==> src/rtl/gcms_pkg.sv <==
// ----------------------------------------------------------------------------
// gcms_pkg
// shared types and constants of the gradient color map sampler
// ----------------------------------------------------------------------------
package gcms_pkg;

  localparam int unsigned HUE_STEPS = 1536;
  localparam int unsigned CFG_IDX_W = 3;
  localparam int unsigned CFG_DATA_W = 43;

  localparam logic [CFG_IDX_W-1:0] REG_LEVELS = 3'd0;
  localparam logic [CFG_IDX_W-1:0] REG_COUNT  = 3'd1;

  typedef struct packed {
    logic [10:0] hue;
    logic [7:0]  sat;
    logic [7:0]  val;
    logic [15:0] pos;
  } stop_t;

  // word passed from front to back
  typedef struct packed {
    logic [15:0] p;
    logic [15:0] plo;
    logic [15:0] phi;
    logic [10:0] h0;
    logic [10:0] h1;
    logic [7:0]  s0;
    logic [7:0]  s1;
    logic [7:0]  v0;
    logic [7:0]  v1;
  } seg_t;

  function automatic logic [10:0] hue_wrap(input logic [10:0] h);
    logic [10:0] r;
    r = (h >= 11'(HUE_STEPS)) ? h - 11'(HUE_STEPS) : h;
    return r;
  endfunction

endpackage

==> src/rtl/gcms_front.sv <==
// ----------------------------------------------------------------------------
// gcms_front
// snaps position to discrete levels (when levels >= 2) and selects the enclosing stop pair
// ----------------------------------------------------------------------------
module gcms_front
  import gcms_pkg::*;
#(
  parameter int unsigned MAX_STOPS = 6
) (
  input  logic                      clk,
  input  logic                      rst_n,
  input  logic                      start,
  input  logic [15:0]               pos_i,
  input  logic [15:0]               levels_i,
  input  logic [2:0]                count_i,
  input  stop_t [MAX_STOPS-1:0]     stops_i,
  output logic                      busy,
  input  logic                      q_full_i,
  output logic                      push_o,
  output seg_t                      seg_o
);

  typedef enum logic [4:0] {
    S_IDLE = 5'b00001,
    S_MUL  = 5'b00010,
    S_DIV  = 5'b00100,
    S_SRCH = 5'b01000,
    S_PUSH = 5'b10000
  } fst_t;

  fst_t        st_r, st_nxt;
  logic [15:0] p_r, p_nxt;
  logic [31:0] prod_r, prod_nxt;
  logic [15:0] quo_r, quo_nxt;
  logic [31:0] rem_r, rem_nxt;
  logic [4:0]  bit_r, bit_nxt;
  logic [2:0]  lo_r, lo_nxt;
  logic [2:0]  cnt;
  logic [15:0] idx;
  logic [15:0] nm1;

  always_comb begin
    cnt = count_i;
    if (cnt < 3'd2) cnt = 3'd2;
    if (32'(cnt) > MAX_STOPS) cnt = 3'(MAX_STOPS);
  end

  assign nm1 = levels_i - 16'd1;
  assign idx = (prod_r[31:15] >= {1'b0, levels_i}) ? nm1 : prod_r[30:15];

  always_comb begin
    st_nxt = st_r;
    p_nxt = p_r;
    prod_nxt = prod_r;
    quo_nxt = quo_r;
    rem_nxt = rem_r;
    bit_nxt = bit_r;
    lo_nxt = lo_r;
    case (st_r)
      S_IDLE: begin
        if (start) begin
          p_nxt = pos_i;
          prod_nxt = 32'(pos_i) * 32'(levels_i);
          lo_nxt = '0;
          st_nxt = (levels_i >= 16'd2) ? S_MUL : S_SRCH;
        end
      end
      S_MUL: begin
        // dividend idx * 32768, restoring division over 31 bits
        rem_nxt = '0;
        quo_nxt = '0;
        prod_nxt = {1'b0, idx, 15'd0};
        bit_nxt = 5'd30;
        st_nxt = S_DIV;
      end
      S_DIV: begin
        rem_nxt = {rem_r[30:0], prod_r[bit_r]};
        if ({rem_r[30:0], prod_r[bit_r]} >= 32'(nm1)) begin
          rem_nxt = {rem_r[30:0], prod_r[bit_r]} - 32'(nm1);
          quo_nxt = {quo_r[14:0], 1'b1};
        end else begin
          quo_nxt = {quo_r[14:0], 1'b0};
        end
        bit_nxt = bit_r - 5'd1;
        if (bit_r == 5'd0) st_nxt = S_SRCH;
        if (bit_r == 5'd0) p_nxt = quo_nxt;
      end
      S_SRCH: begin
        if (32'(lo_r) + 2 < 32'(cnt) && p_r > stops_i[lo_r + 3'd1].pos)
          lo_nxt = lo_r + 3'd1;
        else
          st_nxt = S_PUSH;
      end
      S_PUSH: begin
        if (!q_full_i) st_nxt = S_IDLE;
      end
      default: st_nxt = S_IDLE;
    endcase
  end

  always_ff @(posedge clk) begin
    if (!rst_n) begin
      st_r <= S_IDLE;
    end else begin
      st_r <= st_nxt;
    end
    p_r <= p_nxt;
    prod_r <= prod_nxt;
    quo_r <= quo_nxt;
    rem_r <= rem_nxt;
    bit_r <= bit_nxt;
    lo_r <= lo_nxt;
  end

  assign busy = st_r != S_IDLE;
  assign push_o = (st_r == S_PUSH) && !q_full_i;

  always_comb begin
    seg_o.p   = p_r;
    seg_o.plo = stops_i[lo_r].pos;
    seg_o.phi = stops_i[lo_r + 3'd1].pos;
    seg_o.h0  = hue_wrap(stops_i[lo_r].hue);
    seg_o.h1  = hue_wrap(stops_i[lo_r + 3'd1].hue);
    seg_o.s0  = stops_i[lo_r].sat;
    seg_o.s1  = stops_i[lo_r + 3'd1].sat;
    seg_o.v0  = stops_i[lo_r].val;
    seg_o.v1  = stops_i[lo_r + 3'd1].val;
  end

endmodule

==> src/rtl/gcms_queue.sv <==
// ----------------------------------------------------------------------------
// gcms_queue
// two-entry fifo between front and back
// ----------------------------------------------------------------------------
module gcms_queue
  import gcms_pkg::*;
(
  input  logic clk,
  input  logic rst_n,
  input  logic push_i,
  input  seg_t data_i,
  output logic full_o,
  input  logic pop_i,
  output logic empty_o,
  output seg_t data_o
);

  seg_t       mem_r [2];
  logic       wp_r, rp_r;
  logic [1:0] cnt_r;

  always_ff @(posedge clk) begin
    if (!rst_n) begin
      wp_r <= 1'b0;
      rp_r <= 1'b0;
      cnt_r <= '0;
    end else begin
      if (push_i) wp_r <= ~wp_r;
      if (pop_i) rp_r <= ~rp_r;
      cnt_r <= cnt_r + 2'(push_i) - 2'(pop_i);
    end
    if (push_i) mem_r[wp_r] <= data_i;
  end

  assign full_o = cnt_r == 2'd2;
  assign empty_o = cnt_r == 2'd0;
  assign data_o = mem_r[rp_r];

endmodule

==> src/rtl/gcms_back.sv <==
// ----------------------------------------------------------------------------
// gcms_back
// local fraction by serial division, then channel interpolation
// ----------------------------------------------------------------------------
module gcms_back
  import gcms_pkg::*;
(
  input  logic        clk,
  input  logic        rst_n,
  input  logic        empty_i,
  input  seg_t        seg_i,
  output logic        pop_o,
  output logic        strobe_o,
  output logic [10:0] hue_o,
  output logic [7:0]  sat_o,
  output logic [7:0]  val_o
);

  typedef enum logic [3:0] {
    B_IDLE = 4'b0001,
    B_DIV  = 4'b0010,
    B_MIX  = 4'b0100,
    B_OUT  = 4'b1000
  } bst_t;

  bst_t        st_r, st_nxt;
  seg_t        seg_r;
  logic [16:0] f_r, f_nxt;
  logic [16:0] rem_r, rem_nxt;
  logic [31:0] num_r, num_nxt;
  logic [4:0]  bit_r, bit_nxt;
  logic [15:0] den;
  logic [17:0] shifted;
  logic [11:0] ha, hb;
  logic [10:0] hue_gap;
  logic [31:0] hmix, smix, vmix;
  logic [11:0] hsum;

  assign den = seg_r.phi - seg_r.plo;
  assign shifted = {rem_r, num_r[bit_r]};

  always_comb begin
    st_nxt = st_r;
    f_nxt = f_r;
    rem_nxt = rem_r;
    num_nxt = num_r;
    bit_nxt = bit_r;
    pop_o = 1'b0;
    case (st_r)
      B_IDLE: begin
        if (!empty_i) begin
          pop_o = 1'b1;
          st_nxt = B_DIV;
          bit_nxt = 5'd31;
          rem_nxt = '0;
          f_nxt = '0;
          num_nxt = {seg_i.p - seg_i.plo, 16'd0};
        end
      end
      B_DIV: begin
        if (seg_r.phi <= seg_r.plo || seg_r.p <= seg_r.plo) begin
          f_nxt = '0;
          st_nxt = B_MIX;
        end else if (seg_r.p >= seg_r.phi) begin
          f_nxt = 17'h10000;
          st_nxt = B_MIX;
        end else begin
          if (shifted >= 18'(den)) begin
            rem_nxt = 17'(shifted - 18'(den));
            f_nxt = {f_r[15:0], 1'b1};
          end else begin
            rem_nxt = shifted[16:0];
            f_nxt = {f_r[15:0], 1'b0};
          end
          bit_nxt = bit_r - 5'd1;
          if (bit_r == 5'd0) st_nxt = B_MIX;
        end
      end
      B_MIX: st_nxt = B_OUT;
      B_OUT: st_nxt = B_IDLE;
      default: st_nxt = B_IDLE;
    endcase
  end

  always_comb begin
    ha = {1'b0, seg_r.h0};
    hb = {1'b0, seg_r.h1};
    hue_gap = (seg_r.h1 > seg_r.h0) ? seg_r.h1 - seg_r.h0 : seg_r.h0 - seg_r.h1;
    if (11'(HUE_STEPS) - hue_gap < hue_gap) begin
      if (seg_r.h0 < seg_r.h1) ha = ha + 12'(HUE_STEPS);
      else hb = hb + 12'(HUE_STEPS);
    end
  end

  // c0*65536 + (c1-c0)*f is never negative for f in 0..65536
  assign hmix = {4'd0, ha, 16'd0} + 32'($signed({1'b0, hb}) - $signed({1'b0, ha}))
                * 32'(f_r);
  assign smix = {8'd0, seg_r.s0, 16'd0}
                + 32'($signed({1'b0, seg_r.s1}) - $signed({1'b0, seg_r.s0})) * 32'(f_r);
  assign vmix = {8'd0, seg_r.v0, 16'd0}
                + 32'($signed({1'b0, seg_r.v1}) - $signed({1'b0, seg_r.v0})) * 32'(f_r);
  assign hsum = hmix[27:16];

  always_ff @(posedge clk) begin
    if (!rst_n) begin
      st_r <= B_IDLE;
    end else begin
      st_r <= st_nxt;
    end
    if (pop_o) seg_r <= seg_i;
    f_r <= f_nxt;
    rem_r <= rem_nxt;
    num_r <= num_nxt;
    bit_r <= bit_nxt;
    if (st_r == B_MIX) begin
      hue_o <= (hsum >= 12'(HUE_STEPS)) ? 11'(hsum - 12'(HUE_STEPS)) : hsum[10:0];
      sat_o <= smix[23:16];
      val_o <= vmix[23:16];
    end
  end

  assign strobe_o = st_r == B_OUT;

endmodule

==> src/rtl/gradient_color_map_sampler_unit.sv <==
// ----------------------------------------------------------------------------
// gradient_color_map_sampler_unit
// maps a q1.15 position to an hsv color from up to six gradient stops
// ----------------------------------------------------------------------------
// Pulse start with in_position while busy is low; the color appears for one
// cycle with out_valid. The receiver cannot stall. The front holds busy
// after accepting a word while it searches the stops (one per step) and
// pushes to the queue, first running the serial snap divider with discrete
// levels, and longer while the two-entry queue is full. The back handles
// each word in order: pop, serial fraction divider, mix, output, skipping
// the divider steps when the fraction is plainly 0 or 1. The front can take
// a new word while the back still works on earlier ones, until the queue fills.
module gradient_color_map_sampler_unit
  import gcms_pkg::*;
#(
  parameter int unsigned MAX_STOPS = 6
) (
  input  logic                  clk,
  input  logic                  rst_n,
  input  logic                  start,
  output logic                  busy,
  input  logic [15:0]           in_position,
  output logic                  out_valid,
  output logic [10:0]           out_hue,
  output logic [7:0]            out_saturation,
  output logic [7:0]            out_brightness,
  input  logic                  cfg_we,
  input  logic [CFG_IDX_W-1:0]  cfg_index,
  input  logic [CFG_DATA_W-1:0] cfg_data
);

  logic [15:0]           levels_r;
  logic [2:0]            count_r;
  stop_t [MAX_STOPS-1:0] stops_r;
  logic                  q_full, q_empty, push, pop;
  seg_t                  seg_f, seg_q;

  always_ff @(posedge clk) begin
    if (!rst_n) begin
      levels_r <= '0;
      count_r <= 3'd4;
      for (int k = 0; k < MAX_STOPS; k++) begin
        case (k)
          0: stops_r[k] <= stop_t'(43'd4294901760);
          1: stops_r[k] <= stop_t'(43'd2203318168125);
          2: stops_r[k] <= stop_t'(43'd4402341434491);
          3: stops_r[k] <= stop_t'(43'd6597069733888);
          default: stops_r[k] <= '0;
        endcase
      end
    end else if (cfg_we) begin
      if (cfg_index == REG_LEVELS) levels_r <= cfg_data[15:0];
      else if (cfg_index == REG_COUNT) count_r <= cfg_data[2:0];
      else begin
        for (int k = 0; k < MAX_STOPS; k++)
          if (32'(cfg_index) == k + 2) stops_r[k] <= cfg_data;
      end
    end
  end

  gcms_front #(.MAX_STOPS(MAX_STOPS)) u_front (
    .clk(clk), .rst_n(rst_n), .start(start), .pos_i(in_position),
    .levels_i(levels_r), .count_i(count_r), .stops_i(stops_r), .busy(busy),
    .q_full_i(q_full), .push_o(push), .seg_o(seg_f)
  );

  gcms_queue u_queue (
    .clk(clk), .rst_n(rst_n), .push_i(push), .data_i(seg_f), .full_o(q_full),
    .pop_i(pop), .empty_o(q_empty), .data_o(seg_q)
  );

  gcms_back u_back (
    .clk(clk), .rst_n(rst_n), .empty_i(q_empty), .seg_i(seg_q), .pop_o(pop),
    .strobe_o(out_valid), .hue_o(out_hue), .sat_o(out_saturation),
    .val_o(out_brightness)
  );

  a_no_push_full: assert property (@(posedge clk) disable iff (!rst_n)
    !(push && q_full && !pop)) else $error("push into full queue");
  a_no_pop_empty: assert property (@(posedge clk) disable iff (!rst_n)
    !(pop && q_empty)) else $error("pop from empty queue");
  a_hue_range: assert property (@(posedge clk) disable iff (!rst_n)
    out_valid |-> out_hue < 11'(HUE_STEPS)) else $error("hue out of range");

endmodule
==> config.mk <==
export PLATFORM = sky130hd
export DESIGN_NAME = gradient_color_map_sampler_unit
export DESIGN_NICKNAME = d
export VERILOG_FILES = /design/src/rtl/gcms_pkg.sv /design/src/rtl/gcms_front.sv /design/src/rtl/gcms_queue.sv /design/src/rtl/gcms_back.sv /design/src/rtl/gradient_color_map_sampler_unit.sv
export SDC_FILE = /design/constraint.sdc
export NUM_CORES = 2
export LEC_CHECK = 0
export BUFFER_PORTS_ARGS = -buffer_cell sky130_fd_sc_hd__buf_2
export CORE_ASPECT_RATIO = 0.5
export CORE_MARGIN = 2
export CORE_UTILIZATION = 55
export DETAILED_ROUTE_END_ITERATION = 10
export PLACE_DENSITY_LB_ADDON = 0.1
export SLEW_MARGIN = 25
export SYNTH_ARGS = -nofsm -noshare
export SYNTH_HDL_FRONTEND = slang
export SYNTH_SLANG_ARGS = --single-unit
==> constraint.sdc <==
create_clock -name clk -period 15.9 [get_ports clk]
set_clock_uncertainty 0.1 [all_clocks]
set_input_delay 1.59 -clock clk [delete_from_list [all_inputs] [get_ports clk]]
set_output_delay 1.59 -clock clk [all_outputs]
set_load 0.02 [all_outputs]
==> impl_metrics.env <==
export IMPL_ys_flop_type="edfxtp_1"
export IMPL_fin_nets=8153
export IMPL_met3WireLength_um=7880
export IMPL_r2r_cells=46
export IMPL_max_stage_delay_ns=0.67
export IMPL_final_area_um2=74200
export IMPL_io_buffers=94
export IMPL_h_tree_depth=3
export IMPL_worstSetupPathType="reg -> reg"
export IMPL_whs_path_depth=2
export IMPL_hold_viol_final=0
export IMPL_avgSynthCellArea_um2=10.1
export IMPL_crit_slowest_cell="or4_1"
export IMPL_cts_root_buf="clkbuf_16"
export IMPL_core_area_um2=124000
export IMPL_synth_edff_count=490
export IMPL_cts_sinks=781
export IMPL_grt_antenna_before_repair=15
export IMPL_die_h_um=255
export IMPL_crit_arrival_ns=13.43
export IMPL_synth_async_reset_ratio_pct=0
export IMPL_run_status="completed"
export IMPL_setup_violations=0
export IMPL_drt_initial_drc_count=3077
export IMPL_synthTopCellsByArea="fa_1 23%, edfxtp_1 21%, ha_1 8.8%, dfxtp_1 8.4%, inv_1 6.2%"
export IMPL_ctsResizeCount=0
export IMPL_finalSetupTns_ns=0
export IMPL_drtPass1Iterations=6
export IMPL_grt_pass1_vias=50700
export IMPL_drive_above_1_share_pct=8.17
export IMPL_worst_pin_slew_ns=1.15
export IMPL_cts_setup_buffers=0
export IMPL_grt_max_degree=127
export IMPL_clock_latency_ns=0.69
export IMPL_maxCapViolations=0
export IMPL_via_count=47900
export IMPL_relSlewSlack_pct=23.1
export IMPL_grt_pass1_wl_um=277000
export IMPL_synth_top_area_share_pct=22.9
export IMPL_met1_length_um=73800
export IMPL_initial_core_util_pct=55.7
export IMPL_gr_total_overflow=0
export IMPL_hold_buffers=0
export IMPL_rows=91
export IMPL_synth_cell_type_count=83
export IMPL_dr_max_layer_used="met5"
export IMPL_placed_area_um2=71400
export IMPL_gp_congestion=0.878
export IMPL_critPathCaptureType="flop"
export IMPL_final_core_util_pct=59.8
export IMPL_whs_ns=0.382
export IMPL_critPathLaunchType="flop"
export IMPL_post_drt_wl_per_cell_um=19.9
export IMPL_dp_hpwl_um=124000
export IMPL_ys_warn_count=0
export IMPL_netlist_area_um2=69100
export IMPL_grtUsageTotal_pct=27.2
export IMPL_clk_pin_slew_worst_paths_ns=0.07
export IMPL_path_buf_inv=6
export IMPL_syn_inst=6865
export IMPL_syn_nets=8208
export IMPL_drv_slew=0
export IMPL_chipWidth_um=505
export IMPL_hold_path_class="reg -> reg"
export IMPL_rsz0062_at_grt="no"
export IMPL_cp_depth=46
export IMPL_nFillCells=10400
export IMPL_cts_tree="yes"
export IMPL_crit_required_ns=16.22
export IMPL_num_io_pins=95
export IMPL_synth_seq_area_share_pct=29.7
export IMPL_wl_um=170000
export IMPL_worstPathMaxFanout=15
export IMPL_drc=0
export IMPL_fin_crit_sh_pct=82.5
export IMPL_antenna_left=0
export IMPL_area_growth_pct=7.33
export IMPL_dr_wl_met2_um=83500
export IMPL_vias_per_cell=5.60
export IMPL_synth_top_area_cell="fa_1"
export IMPL_dieArea_um2=129000
export IMPL_path_delay_family="compound AO/OA/AOI/OAI gates"
export IMPL_period_minus_slack_ns=13.11
export IMPL_cts_inserted_buffers=78
export IMPL_ys_seq_elements=781
export IMPL_max_freq_ghz=0.0763
export IMPL_synth_commonest_cells="1139 x inv_1, 1095 x nand2_1, 791 x fa_1"
export IMPL_clock_path_buffers=3
export IMPL_synth_most_common_cell="inv_1"
==> path summary, 6_finish.rpt <==
| kind | startpoint | end | slack, ns |
|---|---|---|---|
| min | stops_r[181]$_SDFFE_PN0P_ | stops_r[181]$_SDFFE_PN0P_ | 0.38 |
| min reg2reg | stops_r[181]$_SDFFE_PN0P_ | stops_r[181]$_SDFFE_PN0P_ | 0.38 |
| max | u_back.seg_r[47]$_DFFE_PP_ | u_back.hue_o[9]$_DFFE_PP_ | 2.79 |
| max reg2reg | u_back.seg_r[47]$_DFFE_PP_ | u_back.hue_o[9]$_DFFE_PP_ | 2.79 |
==> cell type report <==
cell class | count | area (µm²) | area share [%]
Timing Repair Buffer | 187 | 1190 | 1.60
Clock buffer | 100 | 2150 | 2.89
Antenna cell | 12 | 30.0 | 0.0405
Multi-Input combinational cell | 4623 | 43300 | 58.4
Clock inverter | 46 | 589 | 0.794
Inverter | 1139 | 4280 | 5.76
Sequential cell | 781 | 20500 | 27.7
Tap cell | 1674 | 2090 | 2.82
==> cells by family after synthesis <==
kind of cell    count (synthesis)  share of synthesized area [%]
mux                           333                           6.82
xor+xnor                      195                           2.47
fa+ha+maj                    1277                           31.7
compound gates                751                           7.46
simple gates                 2067                           13.8
flops                         781                           29.7
buf+inv                      1461                           7.98
==> metrics by stage <==
stage / worst slack, ns / std cells
4_1_cts: 2.83 / 8550
5_1_grt: 1.80 / 8561
3_5_place_dp: 2.87 / 8404
6_report: 2.79 / 8562
3_3_place_gp: 3.23 / 8404
2_1_floorplan: 4.63 / 6865
==> registers in the layout, summed over array words and instances (netlist names), 17 cells and up, named ones only <==
| register | cells |
|---|---|
| stops_r | 258 |
| u_queue.mem_r | 204 |
| u_back.seg_r | 102 |
| u_front.prod_r | 32 |
| u_front.rem_r | 31 |
| u_back.f_r | 17 |
| u_back.rem_r | 17 |
==> worst reg2reg max path: cells and delay by family (launching register included) <==
kind | cells | cell delay, ns
AOI/OAI and AO/OA | 17 | 4.34
adders and majority gates | 9 | 3.80
and+or+nand+nor | 11 | 2.41
buffers and inverters | 6 | 0.97
DFF | 1 | 0.49
muxes | 2 | 0.45
xor gates and xnor gates | 1 | 0.27
==> routing by layer <==
metal / global-route usage (%) / vias to the layer above
li1: - / 22100
met1: 36.2 / 24300
met2: 47.0 / 1203
met3: 3.44 / 265
met4: 8.00 / 4
met5: 0 / -
==> cell usage in the layout, fill, tap and decap left out, types with 36 or more instances in the layout <==
| cell | netlist | layout |
|---|---|---|
| inv_1 | 1139 | 1139 |
| nand2_1 | 1095 | 1094 |
| fa_1 | 791 | 791 |
| edfxtp_1 | 490 | 490 |
| ha_1 | 486 | 485 |
| and2_1 | 321 | 320 |
| dfxtp_1 | 291 | 290 |
| a21boi_0 | 196 | 195 |
| nor2_1 | 200 | 194 |
| mux2i_1 | 142 | 142 |
| xnor2_1 | 145 | 140 |
| a21oi_1 | 128 | 128 |
| nand3_1 | 130 | 126 |
| mux4_2 | 101 | 101 |
| o21ai_0 | 95 | 93 |
| buf_2 | 11 | 93 |
| buf_4 | 0 | 92 |
| mux2_2 | 89 | 89 |
| clkbuf_16 | 0 | 79 |
| nor2b_1 | 79 | 78 |
| a21o_1 | 74 | 74 |
| xor2_1 | 50 | 48 |
| nor3_1 | 48 | 46 |
| nand2b_1 | 45 | 45 |
| o22ai_1 | 44 | 44 |
| o21a_1 | 37 | 37 |
| o31ai_1 | 37 | 36 |
Power is not shown: default switching activity piles up to over one toggle a cycle in this logic, so the estimate is an artifact.
